==> config.mk <==
export PLATFORM = sky130hd
export DESIGN_NAME = kgaq_front
export DESIGN_NICKNAME = d
export VERILOG_FILES = /design/src/kgaq_pkg.sv /design/src/kgaq_front.sv
export SDC_FILE = /design/constraint.sdc
export NUM_CORES = 2
export LEC_CHECK = 0
export BUFFER_PORTS_ARGS = -buffer_cell sky130_fd_sc_hd__buf_2
export CORE_ASPECT_RATIO = 1.25
export CORE_MARGIN = 2
export CORE_UTILIZATION = 26
export DETAILED_ROUTE_END_ITERATION = 10
export GPL_TIMING_DRIVEN = 1
export MAX_ROUTING_LAYER = met4
export PLACE_DENSITY_LB_ADDON = 0.1
export SYNTH_ARGS = -nofsm -noshare
export SYNTH_HDL_FRONTEND = slang
export SYNTH_SLANG_ARGS = --single-unit
==> constraint.sdc <==
create_clock -name clk_i -period 14.2 [get_ports clk_i]
set_input_delay 0.71 -clock clk_i [delete_from_list [all_inputs] [get_ports clk_i]]
set_output_delay 0.71 -clock clk_i [all_outputs]
set_load 0.05 [all_outputs]
==> src/kgaq_pkg.sv <==
// shared types, codes and fixed point helpers of the keypoint grid query block
`timescale 1ns / 1ps
package kgaq_pkg;

  // cell coordinates fit the largest grid side
  localparam int CRD_W = 8;

  // request codes on the input tuser
  typedef enum logic [1:0] {
    REQ_CLEAR  = 2'd0,
    REQ_INSERT = 2'd1,
    REQ_QUERY  = 2'd2
  } req_e;

  // configuration register indexes
  localparam logic [1:0] CFG_MIN_X = 2'd0;
  localparam logic [1:0] CFG_MIN_Y = 2'd1;
  localparam logic [1:0] CFG_INV_W = 2'd2;
  localparam logic [1:0] CFG_INV_H = 2'd3;

  // reset value of the inverse cell sizes
  localparam logic [19:0] INV_RESET = 20'd6554;

  // rounding modes of a q20 product
  typedef enum logic [1:0] {
    RND_NEAR  = 2'd0,
    RND_FLOOR = 2'd1,
    RND_CEIL  = 2'd2
  } rnd_e;

  // classified request handed from front to back
  typedef struct packed {
    logic [1:0]        kind;
    logic signed [16:0] px;
    logic signed [16:0] py;
    logic [2:0]        level;
    logic [15:0]       radius;
    logic signed [3:0] minl;
    logic signed [3:0] maxl;
    logic              hit;
    logic [CRD_W-1:0]  x0;
    logic [CRD_W-1:0]  x1;
    logic [CRD_W-1:0]  y0;
    logic [CRD_W-1:0]  y1;
  } task_t;

  // one reply item
  typedef struct packed {
    logic [1:0]  kind;
    logic [10:0] index;
    logic        found;
    logic        ovf;
    logic        last;
  } reply_t;

  // q20 product to integer cell coordinate
  function automatic logic signed [20:0] q20_conv(input logic signed [39:0] p, input rnd_e m);
    logic signed [40:0] pe;
    logic signed [40:0] t;
    pe = 41'(p);
    case (m)
      RND_FLOOR: t = pe;
      RND_CEIL:  t = pe + 41'sd1048575;
      RND_NEAR: begin
        if (p[39]) t = pe + 41'sd524287;
        else       t = pe + 41'sd524288;
      end
      default:   t = pe;
    endcase
    return t[40:20];
  endfunction

endpackage

==> src/kgaq_front.sv <==
// front end: takes requests, maps positions to cells and classifies them
`timescale 1ns / 1ps
module kgaq_front import kgaq_pkg::*; #(
  parameter int GRID_COLS = 64,
  parameter int GRID_ROWS = 48
) (
  input  logic               clk_i,
  input  logic               rst_ni,
  input  logic               in_valid_i,
  output logic               in_ready_o,
  input  logic [1:0]         in_kind_i,
  input  logic signed [16:0] pos_x_i,
  input  logic signed [16:0] pos_y_i,
  input  logic [2:0]         level_i,
  input  logic [15:0]        radius_i,
  input  logic signed [3:0]  min_level_i,
  input  logic signed [3:0]  max_level_i,
  input  logic               cfg_valid_i,
  input  logic [1:0]         cfg_index_i,
  input  logic [19:0]        cfg_data_i,
  input  logic               en_i,
  input  logic               full_i,
  output logic               push_o,
  output task_t              task_o
);

  localparam logic [1:0] F_IDLE = 2'd0;
  localparam logic [1:0] F_CALC = 2'd1;
  localparam logic [1:0] F_PUSH = 2'd2;

  localparam logic signed [20:0] COLS_S = 21'(GRID_COLS);
  localparam logic signed [20:0] ROWS_S = 21'(GRID_ROWS);

  logic [1:0]         state_q, state_d;
  logic [2:0]         step_q;
  logic signed [16:0] min_x_q, min_y_q;
  logic [19:0]        inv_w_q, inv_h_q;
  logic [1:0]         kind_q;
  logic signed [16:0] px_q, py_q;
  logic [2:0]         lvl_q;
  logic [15:0]        rad_q;
  logic signed [3:0]  minl_q, maxl_q;
  logic signed [39:0] prod_q;
  logic signed [20:0] res_q [4];

  logic signed [17:0] dx, dy;
  logic signed [18:0] op;
  logic [19:0]        inv;
  logic signed [39:0] prod;
  logic [1:0]         ridx;
  rnd_e               rmode;
  logic signed [20:0] x0c, x1c, y0c, y1c;
  logic               ins_hit, qry_hit, hit;

  // configuration registers
  always_ff @(posedge clk_i or negedge rst_ni) begin
    if (!rst_ni) begin
      min_x_q <= '0;
      min_y_q <= '0;
      inv_w_q <= INV_RESET;
      inv_h_q <= INV_RESET;
    end else if (cfg_valid_i) begin
      case (cfg_index_i)
        CFG_MIN_X: min_x_q <= $signed(cfg_data_i[16:0]);
        CFG_MIN_Y: min_y_q <= $signed(cfg_data_i[16:0]);
        CFG_INV_W: inv_w_q <= cfg_data_i;
        CFG_INV_H: inv_h_q <= cfg_data_i;
        default: ;
      endcase
    end
  end

  // offset from grid origin and operand of the current step
  always_comb begin
    dx = 18'(px_q) - 18'(min_x_q);
    dy = 18'(py_q) - 18'(min_y_q);
    case (step_q[1:0])
      2'd0: op = (kind_q == REQ_INSERT) ? 19'(dx) : 19'(dx) - 19'($signed({1'b0, rad_q}));
      2'd1: op = 19'(dx) + 19'($signed({1'b0, rad_q}));
      2'd2: op = (kind_q == REQ_INSERT) ? 19'(dy) : 19'(dy) - 19'($signed({1'b0, rad_q}));
      default: op = 19'(dy) + 19'($signed({1'b0, rad_q}));
    endcase
    inv  = step_q[1] ? inv_h_q : inv_w_q;
    prod = 40'(op) * 40'($signed({1'b0, inv}));
    ridx = 2'(step_q - 3'd1);
    if (kind_q == REQ_INSERT) rmode = RND_NEAR;
    else if (ridx[0])         rmode = RND_CEIL;
    else                      rmode = RND_FLOOR;
  end

  // clamp the window and test the insert cell
  always_comb begin
    x0c = res_q[0][20] ? '0 : res_q[0];
    x1c = (res_q[1] > COLS_S - 21'sd1) ? COLS_S - 21'sd1 : res_q[1];
    y0c = res_q[2][20] ? '0 : res_q[2];
    y1c = (res_q[3] > ROWS_S - 21'sd1) ? ROWS_S - 21'sd1 : res_q[3];
    ins_hit = !res_q[0][20] && (res_q[0] < COLS_S) && !res_q[2][20] && (res_q[2] < ROWS_S);
    qry_hit = (x0c <= x1c) && (y0c <= y1c);
    hit = (kind_q == REQ_INSERT) ? ins_hit : qry_hit;
    task_o.kind   = kind_q;
    task_o.px     = px_q;
    task_o.py     = py_q;
    task_o.level  = lvl_q;
    task_o.radius = rad_q;
    task_o.minl   = minl_q;
    task_o.maxl   = maxl_q;
    task_o.hit    = hit;
    if (kind_q == REQ_INSERT) begin
      task_o.x0 = hit ? res_q[0][CRD_W-1:0] : '0;
      task_o.y0 = hit ? res_q[2][CRD_W-1:0] : '0;
    end else begin
      task_o.x0 = hit ? x0c[CRD_W-1:0] : '0;
      task_o.y0 = hit ? y0c[CRD_W-1:0] : '0;
    end
    task_o.x1 = hit ? x1c[CRD_W-1:0] : '0;
    task_o.y1 = hit ? y1c[CRD_W-1:0] : '0;
  end

  // sequencer
  always_comb begin
    state_d = state_q;
    push_o  = 1'b0;
    case (state_q)
      F_IDLE: if (in_valid_i && en_i) state_d = F_CALC;
      F_CALC: if (step_q == 3'd4) state_d = F_PUSH;
      F_PUSH: begin
        if (kind_q == 2'd3) begin
          state_d = F_IDLE;
        end else if (!full_i) begin
          push_o  = 1'b1;
          state_d = F_IDLE;
        end
      end
      default: state_d = F_IDLE;
    endcase
  end

  assign in_ready_o = (state_q == F_IDLE) && en_i;

  always_ff @(posedge clk_i or negedge rst_ni) begin
    if (!rst_ni) begin
      state_q <= F_IDLE;
      step_q  <= '0;
    end else begin
      state_q <= state_d;
      if (state_q == F_CALC) step_q <= step_q + 3'd1;
      else                   step_q <= '0;
    end
  end

  // request latch and shared multiplier
  always_ff @(posedge clk_i) begin
    if (in_valid_i && in_ready_o) begin
      kind_q <= in_kind_i;
      px_q   <= pos_x_i;
      py_q   <= pos_y_i;
      lvl_q  <= level_i;
      rad_q  <= radius_i;
      minl_q <= min_level_i;
      maxl_q <= max_level_i;
    end
    if (state_q == F_CALC) begin
      if (step_q != 3'd4) prod_q <= prod;
      if (step_q != 3'd0) res_q[ridx] <= q20_conv(prod_q, rmode);
    end
  end

endmodule

# [Word level (Yosys, flattened, before mapping)]
# Memories as Yosys holds them, arrays and structs flattened.
# Cells that the tools add are included.
[totals] inputBits=91 out_inout_bits=98 wordCells=103 register_bits=182 mem_count=1 ram_bits=84
[mem_list] memory="res_q" depth=4 word_bits=21 rd=4 rd_ports_with_merged_regs=0 wr=1 line="kgaq_front.sv:44" rtl="logic signed [20:0] res_q [4];"
[op_classes] n_mux=35 n_reduce_logical=20 magnitude_cmp=6 mul=1 n_addsub=11 n_eq_ne=15
[op_table] op="$mux 41" n=3
[op_table] op="$add 40x21->41 const B" n=2
[op_table] op="$pmux 41 s2" n=1
[op_table] op="$mux 8" n=8
[op_table] op="$mux 20" n=3
[op_table] op="$pmux 19 s3" n=1
[op_table] op="$gt 21x7->1 const B" n=2
[op_table] op="$le 21x21->1" n=2
[op_table] op="$mux 21" n=2
[op_table] op="$add 40x20->41 const B" n=1
[op_table] op="$mul 19x21->40" n=1
[op_table] op="$add 18x17->19" n=2
[op_table] op="$mux 19" n=2
[op_table] op="$sub 18x17->19" n=2
[op_table] op="$sub 17x17->18" n=2
[op_table] op="$lt 21x7->1 const B" n=1
[op_table] op="$lt 21x8->1 const B" n=1
[op_table] op="$eq 2x2->1 const B" n=6
[op_table] op="$mux 2" n=6
[op_table] op="$reduce_and 2->1" n=5
[op_table] op="$eq 2x1->1 const B" n=4
[op_table] op="$logic_not 2->1" n=4
[op_table] op="$logic_and 1x1->1" n=7
[op_table] op="$mux 1" n=7
[op_table] op="other kinds (10)" n=13

# [Depth between registers and ports, before layout]
# An unclocked memory read counts as a cell.
[logic_depth] word_depth=8 ltp_mapped=46

# [Worst setup path before layout]
# Ideal clock, no wire load.
[synth_path] path_kind="reg2reg" startpoint="register step_q[1]" endpoint="register prod_q[39], data pin" stages_incl_launch_ff=46 n_path_buf=6 setup_time_ns=0.264 setup_slack_ns=3.126 arrival_time_ns=10.810 cell_sequence="dfrtp_1 clkbuf_1 buf_1 clkbuf_1 inv_1 ha_1 buf_1 buf_1 mux2i_1 ha_1 inv_1 fa_1 nor2b_1 o31ai_1 a21oi_1 a31o_2 o31ai_1 o21a_1 [10 not listed] fa_1 fa_1 inv_1 fa_1 inv_1 ha_1 ha_1 a21o_1 a21o_1 a21oi_1 o221ai_1 o41a_1 o31a_1 o21ai_0 nand2b_1 a211oi_1 o31ai_1 xnor2_1"
[synth_between] elab_chain_len=3 word_cells_on_any_way=6 cone_classes="1 x mul; 2 x eq/ne; 2 x mux; 1 x reduce/logical"
[synth_rtl] item="from (decl)" line="kgaq_front.sv:35" rtl="logic [2:0] step_q;"
[synth_rtl] item="from (signal assigned)" line="kgaq_front.sv:146" rtl="if (state_q == F_CALC) step_q <= step_q + 3'd1;"
[synth_rtl] item="$eq 2x2->1 (tied with other cells)" line="kgaq_front.sv:77" rtl="case (step_q[1:0])"
[synth_rtl] item="$pmux 19 s3" line="kgaq_front.sv:77"
[synth_rtl] item="$mul 19x21->40 *" line="kgaq_front.sv:84" rtl="prod = 40'(op) * 40'($signed({1'b0, inv}));"
[synth_rtl] item="named net prod[39]" line="kgaq_front.sv:49" rtl="logic signed [39:0] prod;"
[synth_rtl] item="to (signal assigned)" line="kgaq_front.sv:163" rtl="if (step_q != 3'd4) prod_q <= prod;"
[synth_rtl] item="to (decl)" line="kgaq_front.sv:43" rtl="logic signed [39:0] prod_q;"
# The timed path passes the listed nets; every way through them passes the cells marked *.
# A chain may end at the register's enable or synchronous reset.

# [Worst setup path in the final report]
# Ends and elaborated chain as after synthesis.

==> reports/metrics.cfg <==
[cts]
htreeDepth = 2
post_cts_buffers = 0
clk_latency_ps = 590
cts_tree = done
postCtsHoldBufs = 0
cts_resized = 0
clock_path_buffers = 3
cts_buffers = 36
path_clk_slew_ps = 70
cts-root-buf = clkbuf_16
clkSinkCount = 266

[floorplan]
dieWidth_microns = 300
rows = 135
dieArea_sq_um = 112000
ios = 189
die_h_microns = 374
initial_core_util = 0.262
core_area_sq_um = 109000

[sta]
slew_headroom = 0.209
fmax_mhz = 83.7
tightestPinTransition_ps = 1190
finalCritPeriodShare = 0.842
slew_violations = 0
finalHoldViolations = 0
final.min_clock_period_ps = 11950
tns_ps = 0
rsz0062_at_grt = false
final-setup-viol-count = 0
fin_skew_ps = 45.2

[synth]
synth_edf_count = 187
synth.top_cell.area_share = 0.218
synth-compound-area-share = 0.102
syn_area_per_cell_sq_um = 9.96
synth_seq_cells = 266
synth_fa_ha_area_frac = 0.346
synth_xor_area_frac = 0.0378
syn-num-nets = 3556
synth_top_area_cell = fa_1
synthTopCellsByArea = fa_1 (22%), edfxtp_1 (20%), ha_1 (13%)
synth.distinct_cells = 88
yosysWarnings = 0
synthSimpleGateAreaFrac = 0.132
ys_async_sr_fraction = 0.297
ys.flop_type = edfxtp_1
synth_top_family_by_area = adder cells
ys_seq_area_frac = 0.267
syn_inst = 2862
synth.area.mux_share = 0.0457
netlist_area_sq_um = 28500

[worst_setup_path]
crit_fanout = 44
cp.arrival_ps = 12250
cp_slowest_stage_delay_ps = 1060
worst_path_max_delay_cell = dfrtp_2
crit_top_cell = fa_1
worst_r2r_path_depth = 38
path_class = flip-flop to flip-flop
worstPathRequired_ps = 14500
critical_path_buf_inv_count = 6
cp_top_family = compound AO/OA/AOI/OAI gates
cp-start-kind = flip-flop
cp-end-kind = flip-flop
cp.depth = 38

[cells_and_area]
area_delta_synth_final_pct = 13.7
final_common_cell = inv_1
num-nets-final = 3741
drive_above_1_share = 0.147
antenna_cells = 0
utilization = 0.298
most-common-layout-cells = inv_1 (433), nand2_1 (313), fa_1 (310)
fill_cells = 11300
regArea_sq_um = 7610
multi_input_comb_area_sq_um = 19000

[place]
gp_congestion = 0.832
portBuffers = 188
dp_hpwl_microns = 76800

[global_routing]
first_global_vias = 23100
grt_max_degree = 65
antenna_found_initial = 0
grt_usage = 0.171
overflow = 0
grt_pass1_wl_microns = 141000

[worst_hold_path]
hold_class = primary input to async pin

[route]
drc = 0
ant_nets = 0
dr.pass1.iters = 5
vias_per_cell = 4.64
via_count = 20900
drtIter0Drc = 905
wl_microns = 92400
post_drt_wl_per_cell_microns = 20.5

[status]
status = finished clean

[run]
cap_violations = 0

## final timing paths
kind / startpoint / to / slack [ps]
setup / recovery: step_q[1] / prod_q[39] / 2250
hold / removal: rst_ni / step_q[0] / 130
setup reg to reg: step_q[1] / prod_q[39] / 2250
hold reg to reg: min_y_q[15] / min_y_q[15] / 510
max in group asynchronous: rst_ni / min_x_q[10] / 13050
min in group clk_i: radius_i[2] / rad_q[2] / 290
## logic make-up (layout without fill, tap and decap cells)
kind of cell / count (synthesis) / count (layout)
adder cells (fa/ha/maj): 603 / 603
flip-flops: 266 / 266
AO/OA/AOI/OAI: 423 / 423
buffers and inverters: 516 / 727
multiplexers: 118 / 118
AND/OR/NAND/NOR: 816 / 816
XOR/XNOR: 120 / 120
## routing by layer
| layer | vias up | GRT usage | share of wire |
|---|---|---|---|
| met3 | 140 | 0.0195 | 0.033 |
| met1 | 10400 | 0.194 | 0.41 |
| met4 | 0 | 0.0639 | 0.039 |
| met2 | 482 | 0.305 | 0.51 |
| met5 | - | - | 0 |
| li1 | 9886 | - | - |
## flip-flops by register name (all words and copies together), names as in the netlist
register / count
px_q: 17
kind_q: 2
step_q: 3
state_q: 2
inv_w_q: 20
min_y_q: 17
res_q: 84
rad_q: 16
minl_q: 4
inv_h_q: 20
maxl_q: 4
py_q: 17
lvl_q: 3
min_x_q: 17
prod_q: 40
## metrics by stage
step | instance area (sq um) | hold WS (ps) | cells | setup slack, ps
finish | 32400 | 128 | 4511 | 2250
global route | 32400 | 144 | 4511 | 1390
CTS | 32400 | 97.2 | 4511 | 2170
detailed placement | 31300 | 493 | 4447 | 2250
global placement | 31300 | 492 | 4447 | 2420
floorplan | 28500 | 414 | 2862 | 3130
## cell type report
cell class	instances	area share
Clock buffer	42	0.0298
Clock inverter	22	0.00560
Sequential cell	266	0.235
Multi-Input combinational cell	2080	0.586
Tap cell	1438	0.0555
Inverter	435	0.0504
Timing Repair Buffer	228	0.0384
## cell usage after synthesis (all sizes together), types with 10 or more instances
cell,count
and2,37
nand3,29
a22o,11
edfxtp,187
nand2b,39
buf,16
mux2,94
nor4,18
nand2,322
a221oi,10
mux2i,24
o211ai,12
nor2b,59
a31oi,14
dfrtp,65
o21ai,101
a21o,40
xnor2,88
or2,16
xor2,32
nor3,14
a21oi,106
dfstp,14
o21a,29
inv,434
nor2,225
fa,310
a211oi,20
clkbuf,65
ha,293
nand4,12
Power is not shown: default switching activity piles up to over one toggle a cycle in this logic, so the estimate is an artifact.
