### src/kgaq_pkg.sv
// shared types, codes and fixed point helpers of the keypoint grid query block
`timescale 1ns / 1ps
package kgaq_pkg;

  // cell coordinates fit the largest grid side
  localparam int CRD_W = 8;

  // request codes on the input tuser
  typedef enum logic [1:0] {
    REQ_CLEAR  = 2'd0,
    REQ_INSERT = 2'd1,
    REQ_QUERY  = 2'd2
  } req_e;

  // configuration register indexes
  localparam logic [1:0] CFG_MIN_X = 2'd0;
  localparam logic [1:0] CFG_MIN_Y = 2'd1;
  localparam logic [1:0] CFG_INV_W = 2'd2;
  localparam logic [1:0] CFG_INV_H = 2'd3;

  // reset value of the inverse cell sizes
  localparam logic [19:0] INV_RESET = 20'd6554;

  // rounding modes of a q20 product
  typedef enum logic [1:0] {
    RND_NEAR  = 2'd0,
    RND_FLOOR = 2'd1,
    RND_CEIL  = 2'd2
  } rnd_e;

  // classified request handed from front to back
  typedef struct packed {
    logic [1:0]        kind;
    logic signed [16:0] px;
    logic signed [16:0] py;
    logic [2:0]        level;
    logic [15:0]       radius;
    logic signed [3:0] minl;
    logic signed [3:0] maxl;
    logic              hit;
    logic [CRD_W-1:0]  x0;
    logic [CRD_W-1:0]  x1;
    logic [CRD_W-1:0]  y0;
    logic [CRD_W-1:0]  y1;
  } task_t;

  // one reply item
  typedef struct packed {
    logic [1:0]  kind;
    logic [10:0] index;
    logic        found;
    logic        ovf;
    logic        last;
  } reply_t;

  // q20 product to integer cell coordinate
  function automatic logic signed [20:0] q20_conv(input logic signed [39:0] p, input rnd_e m);
    logic signed [40:0] pe;
    logic signed [40:0] t;
    pe = 41'(p);
    case (m)
      RND_FLOOR: t = pe;
      RND_CEIL:  t = pe + 41'sd1048575;
      RND_NEAR: begin
        if (p[39]) t = pe + 41'sd524287;
        else       t = pe + 41'sd524288;
      end
      default:   t = pe;
    endcase
    return t[40:20];
  endfunction

endpackage

### src/kgaq_fifo.sv
// two entry queue between front and back
`timescale 1ns / 1ps
module kgaq_fifo import kgaq_pkg::*; (
  input  logic  clk_i,
  input  logic  rst_ni,
  input  logic  push_i,
  input  task_t data_i,
  output logic  full_o,
  input  logic  pop_i,
  output logic  valid_o,
  output task_t data_o
);

  task_t      mem_q [2];
  logic       wptr_q, rptr_q;
  logic [1:0] cnt_q;

  assign full_o  = (cnt_q == 2'd2);
  assign valid_o = (cnt_q != 2'd0);
  assign data_o  = mem_q[rptr_q];

  // pointers and count
  always_ff @(posedge clk_i or negedge rst_ni) begin
    if (!rst_ni) begin
      wptr_q <= 1'b0;
      rptr_q <= 1'b0;
      cnt_q  <= '0;
    end else begin
      if (push_i) wptr_q <= ~wptr_q;
      if (pop_i)  rptr_q <= ~rptr_q;
      if (push_i && !pop_i)      cnt_q <= cnt_q + 2'd1;
      else if (pop_i && !push_i) cnt_q <= cnt_q - 2'd1;
    end
  end

  // storage
  always_ff @(posedge clk_i) begin
    if (push_i) mem_q[wptr_q] <= data_i;
  end

endmodule

### config.mk
export PLATFORM = sky130hd
export DESIGN_NAME = kgaq_fifo
export DESIGN_NICKNAME = d
export VERILOG_FILES = /design/src/kgaq_pkg.sv /design/src/kgaq_fifo.sv
export SDC_FILE = /design/constraint.sdc
export NUM_CORES = 1
export LEC_CHECK = 0
export BUFFER_PORTS_ARGS = -buffer_cell sky130_fd_sc_hd__buf_2
export CAP_MARGIN = 10
export CELL_PAD_IN_SITES_DETAIL_PLACEMENT = 1
export CELL_PAD_IN_SITES_GLOBAL_PLACEMENT = 1
export CORE_UTILIZATION = 35
export CTS_CLUSTER_DIAMETER = 40
export DETAILED_ROUTE_END_ITERATION = 7
export GPL_ROUTABILITY_DRIVEN = 0
export GPL_TIMING_DRIVEN = 0
export HOLD_SLACK_MARGIN = 0.08
export MAX_ROUTING_LAYER = met4
export PLACE_DENSITY_LB_ADDON = 0.2
export SETUP_SLACK_MARGIN = 0.05
export SKIP_CTS_REPAIR_TIMING = 1
export SYNTH_ARGS = -nofsm -noshare
export SYNTH_HDL_FRONTEND = slang
export SYNTH_SLANG_ARGS = --single-unit
export TNS_END_PERCENT = 5
### constraint.sdc
create_clock -name clk_i -period 6.1 [get_ports clk_i]
set_clock_uncertainty 0.15 [all_clocks]
set_input_delay 0.915 -clock clk_i [delete_from_list [all_inputs] [get_ports clk_i]]
set_output_delay 0.915 -clock clk_i [all_outputs]
set_load 0.02 [all_outputs]
## Yosys cells after proc, flatten, opt, wreduce, memory -nomap -nowiden

Memories as Yosys holds them, arrays and structs flattened.
Cells that the tools add are included.

| operators by class | value |
|---|---|
| $add $sub $neg | 2 |
| multiply operators | 0 |
| divide/modulo/power cells | 0 |
| $lt $le $gt $ge | 0 |
| eq/ne operators | 1 |
| shift-type cells | 0 |
| mux-type cells | 4 |
| bitwise gates (word level) | 2 |
| reductions and logical operators | 6 |

Operators with widths:

| operator | count |
|---|---|
| 2-bit 2-to-1 mux | 2 |
| 2-bit nonzero test | 2 |
| 2-bit by 1-bit adder with 2-bit output (second input constant) | 1 |
| 2-bit equality test (second input constant) | 1 |
| 1-bit logical AND | 2 |
| 1-bit logical NOT | 2 |
| 1-bit 2-to-1 mux | 2 |
| 1-bit NOT | 2 |
| 2-bit by 1-bit subtractor with 2-bit output (second input constant) | 1 |

| storage, ports and cells | value |
|---|---|
| register bits after elaboration | 4 |
| bits in latches | 0 |
| bits in writable memories | 192 |
| memory bits (read-only) | 0 |
| bits of input ports | 100 |
| word-level logic and storage cells | 19 |
| memories | 1 |

Memories:

| name | depth | bits a word | rd ports | clocked after memory_dff | write ports | RTL line | RTL |
|---|---|---|---|---|---|---|---|
| mem_q | 2 | 96 | 1 | 0 | 1 | kgaq_fifo.sv:14 | `task_t mem_q [2];` |

## Longest topological paths before layout

Gate-level depths: netlist of run 1.

| logic depth | value |
|---|---|
| depth in word-level cells | 4 |
| mapped depth | 5 |

## Worst setup path after synthesis of run 1

No wires, ideal clock.

| timing path | value |
|---|---|
| kind | input port to flip-flop |
| start | input push_i |
| end | memory mem_q[0][0] (netlist bit), enable pin |
| library setup time | 563 ps |
| data arrival time | 5,096 ps |
| data required time | 5,387 ps |
| slack | 291 ps |
| stages on the path | 1 |
| buffers on the path | 0 |
| path through | nor2b_1 |

| on the way | value |
|---|---|
| word-level cells in the longest chain between the ends | 2 |

RTL lines:

| item | RTL line | RTL |
|---|---|---|
| start, declared | kgaq_fifo.sv:6 | `input logic push_i,` |
| 1-bit 2-to-1 mux | kgaq_fifo.sv:38 | `if (push_i) mem_q[wptr_q] <= data_i;` |
| 1-bit 2-to-1 mux (not written as such) | kgaq_fifo.sv:38 |  |
| end, declared | kgaq_fifo.sv:14 |  |

No other way between the ends.

==> impl_metrics.json, run 1 <==
{
  "period_share_pct": 46.4,
  "post_drt_wl_per_cell_um": 16.9,
  "drt-pass1-iter-count": 4,
  "max-slew-margin-rel_pct": 42.1,
  "cts.clk_slew.worst_paths_ps": 70,
  "synth_edf_count": 192,
  "met3_length_um": 1200,
  "fmaxAchievable_mhz": 353,
  "nNetsFinal": 636,
  "grt_max_degree": 58,
  "fp.dieH_um": 146,
  "rsz0062_at_grt": "no",
  "grt.total_usage_pct": 14.2,
  "worst_pin_slew_ps": 866,
  "hold-worst-slack_ps": 131,
  "hp-class": "primary input to async pin",
  "synth_most_common_cell": "edfxtp_1",
  "yosysSeqAreaShare_pct": 81.1,
  "drive_gt1_share_pct": 62.2,
  "hold_viol_final": 0,
  "dieArea_mm2": 0.0212,
  "grt_overflow": 0,
  "cts_buffer_depth": 2,
  "num_vias": 3652,
  "drv_cap": 0,
  "synthFlopType": "edfxtp_1",
  "synth-seq-cells": 196,
  "cts-root-buf": "clkbuf_16",
  "reg2reg_depth": 3,
  "p_leak_nw": 3.55,
  "wl_met2_um": 6630,
  "worstSetupPathType": "register to output pin",
  "portBuffers": 197,
  "drtIter0Drc": 101,
  "cp_data_arrival_time_ps": 1770,
  "synth_common_cells": "192 x edfxtp_1, 66 x mux2_2, 30 x mux2_4",
  "r2r_slack_ps": 4010,
  "drc_errors": 0,
  "yosysWarnings": 0,
  "end_kind": "output pin",
  "grt_pass1_vias": 4176,
  "final_max_slew_viol_count": 0,
  "antenna_found_initial": 2,
  "synthCells": 315,
  "maxUsedRoutingLayer": "met4",
  "antenna_left": 0,
  "rows": 52,
  "cts_tree": "yes",
  "cts_max_level": 4,
  "clock-sinks": 196,
  "async_flop_share_pct": 2.04,
  "start_util_pct": 35.8,
  "start_kind": "register",
  "dpl.hpwl_um": 9440,
  "wl_um": 13900,
  "grt_pass1_wl_um": 21900,
  "crit_fanout": 10,
  "cts_buffers": 17,
  "setup_viol": 0,
  "wl_met1_um": 5810,
  "min_period_ps": 2830,
  "ys_top_cells_by_area": "edfxtp_1 80%, mux2_2 10%, mux2_4 6.2%",
  "die_w_um": 146,
  "synth_nets": 416,
  "critical_path_required_ps": 5030,
  "vias_per_cell": 4.45,
  "io_pins": 198,
  "power.total_mw": 4.47,
  "area_growth_pct": 27.9,
  "synth_top_cell_by_area": "edfxtp_1",
  "insertion_delay_ps": 420,
  "status": "complete, no violations",
  "synth_top_cell_area_share_pct": 79.7,
  "core_area_mm2": 0.0202,
  "synth.avg_cell_area_um2": 23.0,
  "synth_cell_types": 14,
  "powerDensity_mw_per_mm2": 483,
  "peakVddDrop_uv": 196,
  "syn_area_mm2": 0.00723
}
flip-flops by register name, summed over array words and instances, names as in the netlist:
name    count
cnt_q       2
rptr_q      1
wptr_q      1
mem_q     192
final cells by class:
cell class / instances / area [um2]
Buffer: 11 / 86.3
Fill cell: 1965 / 11000
Clock buffer: 18 / 429
Clock inverter: 14 / 153
Timing Repair Buffer: 201 / 1080
Sequential cell: 196 / 5870
Multi-Input combinational cell: 107 / 1290
Antenna cell: 3 / 7.51
Inverter: 1 / 3.75
Tap cell: 270 / 338
layer usage:
metal | vias up | global-route usage, %
li1 | 1693 | -
met1 | 1801 | 16.1
met2 | 142 | 22.2
met3 | 16 | 5.64
met4 | 0 | 5.74
met5 | - | -
logic make-up after synthesis:
logic type,after synthesis,synth area share (%)
AND/OR/NAND/NOR,5,0.398
adder cells (fa/ha/maj),1,0.173
multiplexers,96,16.5
flip-flops,196,81.1
XOR/XNOR,5,0.605
buffers and inverters,12,1.25
cell usage in the layout (no fill, tap or decap), types with 2 or more instances in the layout:
master | Yosys | routed
bufinv_16 | 0 | 2
xor2_1 | 4 | 4
clkbuf_16 | 0 | 17
edfxtp_1 | 192 | 192
diode_2 | 0 | 3
buf_16 | 0 | 2
dfrtp_1 | 4 | 4
inv_6 | 0 | 2
mux2_2 | 66 | 66
inv_8 | 0 | 2
buf_2 | 6 | 203
clkinv_2 | 0 | 2
clkinvlp_4 | 0 | 4
mux2_4 | 30 | 30
buf_12 | 0 | 2
buf_6 | 5 | 5
stage by stage:
step	utilization [%]	setup slack (ps)	area [um2]	TNS, ps	std cells
floorplan	-	291	7230	0	315
CTS	45.7	3220	9250	0	818
finish	45.7	3270	9250	0	821
detailed placement	42.8	3290	8660	0	786
global placement	42.3	-2560	8560	-245240	782
global route	45.7	3170	9250	0	820
final timing paths:
path / startpoint / to
setup / recovery: rptr_q / data_o[0]
hold / removal: rst_ni / cnt_q[1]
setup reg to reg: wptr_q / mem_q[0][88]
hold reg to reg: cnt_q[1] / cnt_q[1]
max in group asynchronous: rst_ni / rptr_q
min in group clk_i: cnt_q[1] / cnt_q[1]
report_power, final:
group | total, mW | switching, mW | internal [mW] | leakage, nW
Clock | 1.11 | 0.500 | 0.610 | 0.274
Combinational | 1.51 | 0.876 | 0.636 | 1.43
Sequential | 1.85 | 0.0618 | 1.78 | 1.85
critical path, cell delays in order, from the launching register on:
cell and delay [ps]:
dfrtp_1 340, buf_6 140, buf_2 300, mux2_2 380
buf_2 170
(Power assumes the default switching activity.)
==> inputs of run 2 (changes only) <==
Settings changed: ABC_AREA set to 1.
Clock period 6.1 ns to 2.74 ns, I/O delays scaled along.
==> impl_metrics.json, run 2 <==
{
  "tns_ps": 0,
  "p_sw_mw": 3.28,
  "critical_path_required_ps": 2180,
  "synthAdderAreaFrac_pct": 0.173,
  "min_from": "push_i",
  "cts_max_level": 4,
  "clock-sinks": 196,
  "start_util_pct": 35.7,
  "power.total_mw": 10.1,
  "cts.clk_slew.worst_paths_ps": 70,
  "drtIter0Drc": 134,
  "antenna_left": 0,
  "cp_data_arrival_time_ps": 1770,
  "ys_top_cells_by_area": "edfxtp_1 80%, mux2_2 10%, mux2_4 6.2%",
  "dpl.hpwl_um": 9650,
  "antenna_found_initial": 0,
  "post_drt_wl_per_cell_um": 16.7,
  "top_usage_layer": "met2",
  "max-slew-margin-rel_pct": 56.4,
  "io_pins": 198,
  "r2r_end": "mem_q[0][66]",
  "p_comb_share_pct": 35.0,
  "synth_compound_area_share_pct": 0,
  "min_period_ps": 2330,
  "swShare_pct": 32.3,
  "period_share_pct": 85.0,
  "cts_tree": "yes",
  "synth.avg_cell_area_um2": 22.4,
  "synthFlopType": "edfxtp_1",
  "max_stage_delay_ps": 340,
  "async_flop_share_pct": 2.04,
  "drc_errors": 0,
  "yosysSeqAreaShare_pct": 80.9,
  "nNetsFinal": 744,
  "hp-class": "primary input to register",
  "grt_overflow": 0,
  "grt_util_met1_pct": 16.4,
  "num_vias": 4055,
  "start_kind": "register",
  "p_leak_nw": 4.01,
  "crit_chain": "buf_6, buf_6, buf_6, mux2_4, buf_2",
  "diodes": 0,
  "cts-root-buf": "clkbuf_16",
  "synth_top_cell_by_area": "edfxtp_1",
  "grt_pass1_vias": 4261,
  "synth_top_cell_area_share_pct": 79.5,
  "multi_input_area_mm2": 0.00128,
  "syn_area_mm2": 0.00725,
  "synth_mux_area_share_pct": 16.5,
  "r2r_slack_ps": 660,
  "place_inst": 796,
  "area_growth_pct": 41.7,
  "worstSetupPathType": "register to output pin",
  "powerDensity_mw_per_mm2": 986,
  "synth_edf_count": 192,
  "wl_um": 15500,
  "synthCells": 324,
  "synth_most_common_cell": "edfxtp_1",
  "fp.dieH_um": 146,
  "synth_common_cells": "192 x edfxtp_1, 66 x mux2_2, 30 x mux2_4",
  "setup_viol": 0,
  "drt-pass1-iter-count": 4,
  "drv_cap": 0,
  "yosysWarnings": 0,
  "instances_no_fill": 926,
  "synth_top_family_by_area": "multiplexers",
  "synth_nets": 425,
  "hold_viol_final": 0,
  "cts_buffers": 17,
  "grt_pass1_wl_um": 22100,
  "rows": 52,
  "vias_per_cell": 4.38,
  "largest-register": "mem_q",
  "preCtsSetupSlack_ps": 458,
  "cts_buffer_depth": 2,
  "status": "complete, no violations",
  "fillers": 1967,
  "worst_pin_slew_ps": 652,
  "end_kind": "output pin",
  "power_frac_seq_pct": 40.6,
  "setup_slack_ps": 412,
  "crit_fanout": 10,
  "synth-seq-cells": 196,
  "synth_cell_types": 14,
  "die_w_um": 146,
  "insertion_delay_ps": 410,
  "peakVddDrop_uv": 428,
  "crit_slowest_cell": "dfrtp_1",
  "fmaxAchievable_mhz": 430,
  "largest_reg_flops": 192,
  "cp_common_cell": "buf_6",
  "synth_xor_area_share_pct": 0.362,
  "top_regs": "mem_q (192), cnt_q (2)",
  "grt.total_usage_pct": 14.2,
  "drive_gt1_share_pct": 52.0,
  "rsz0062_at_grt": "no",
  "met2_usage_pct": 23.0,
  "whs_path_depth": 2,
  "intPower_mw": 6.86,
  "dieArea_mm2": 0.0213,
  "min_to": "wptr_q",
  "final_common_cell": "buf_2",
  "final_max_slew_viol_count": 0,
  "yosys.area_share.simple_pct": 0.569,
  "seq_area_mm2": 0.00587,
  "mostFrequentLayoutCells": "203 x buf_2, 192 x edfxtp_1, 98 x dlygate4sd3_1",
  "grt_max_degree": 60,
  "met3_usage_pct": 5.02,
  "reg2reg_depth": 4,
  "clkPwrFrac_pct": 24.4,
  "core_area_mm2": 0.0203,
  "portBuffers": 197,
  "rr_startpoint": "wptr_q"
}
## run 2: cell type report
cell class              count  area share [%]
flip-flops and latches    196            57.1
repair buffers            300            20.4
multi-input cells         110            12.5
clock buffers              18            4.18
well taps                 270            3.29
clock inverters            14            1.47
plain buffers              11           0.840
inverters                   7           0.280
## run 2: how the worst max path moves through the flow
stage / start / end / slack, ps / cells past startpoint
final: rptr_q / data_o[70] / 410 / 5
after global routing: rptr_q / data_o[60] / 330 / 5
after CTS: rptr_q / data_o[63] / 350 / 5
after detailed placement: push_i / mem_q[0][67] / 460 / 6
after global placement: push_i / mem_q[1][59] / -1470 / 3
after floorplan: wptr_q / mem_q[1][0] / -190 / 2
## run 2: stage by stage
stage	area [um2]	hold slack, ps	utilization (%)
3_5_place_dp	8720	80.6	42.9
5_1_grt	10300	83.4	50.6
4_1_cts	9300	-380	45.8
2_1_floorplan	7260	-34.6	-
3_3_place_gp	8580	72.8	42.3
6_report	10300	88.1	50.6
## run 2: metal layers
layer,vias to the layer above,wire length (um)
li1,1911,-
met2,141,7860
met3,10,932
met4,0,153
met5,-,0
met1,1993,6510
## run 2: logic make-up (layout without fill, tap and decap cells)
logic type / count (synthesis) / after routing
flops: 196 / 196
mux: 96 / 96
buf+inv: 18 / 350
simple gates: 10 / 10
xor+xnor: 3 / 3
fa+ha+maj: 1 / 1
## run 2: worst max-delay path, delay by kind of cell (launching register included)
kind / cells / cell delay, ps
buf+inv: 4 / 680
flops: 1 / 340
mux: 1 / 320
## run 2: power by group through the flow
stage	logic, mW	clock network (mW)	registers, mW
after floorplan	2.33	0	4.17
after global placement	3.32	0	4.21
after global routing	3.78	2.65	4.17
after CTS	3.49	2.55	4.11
after detailed placement	3.48	0	4.18
final	3.54	2.48	4.12
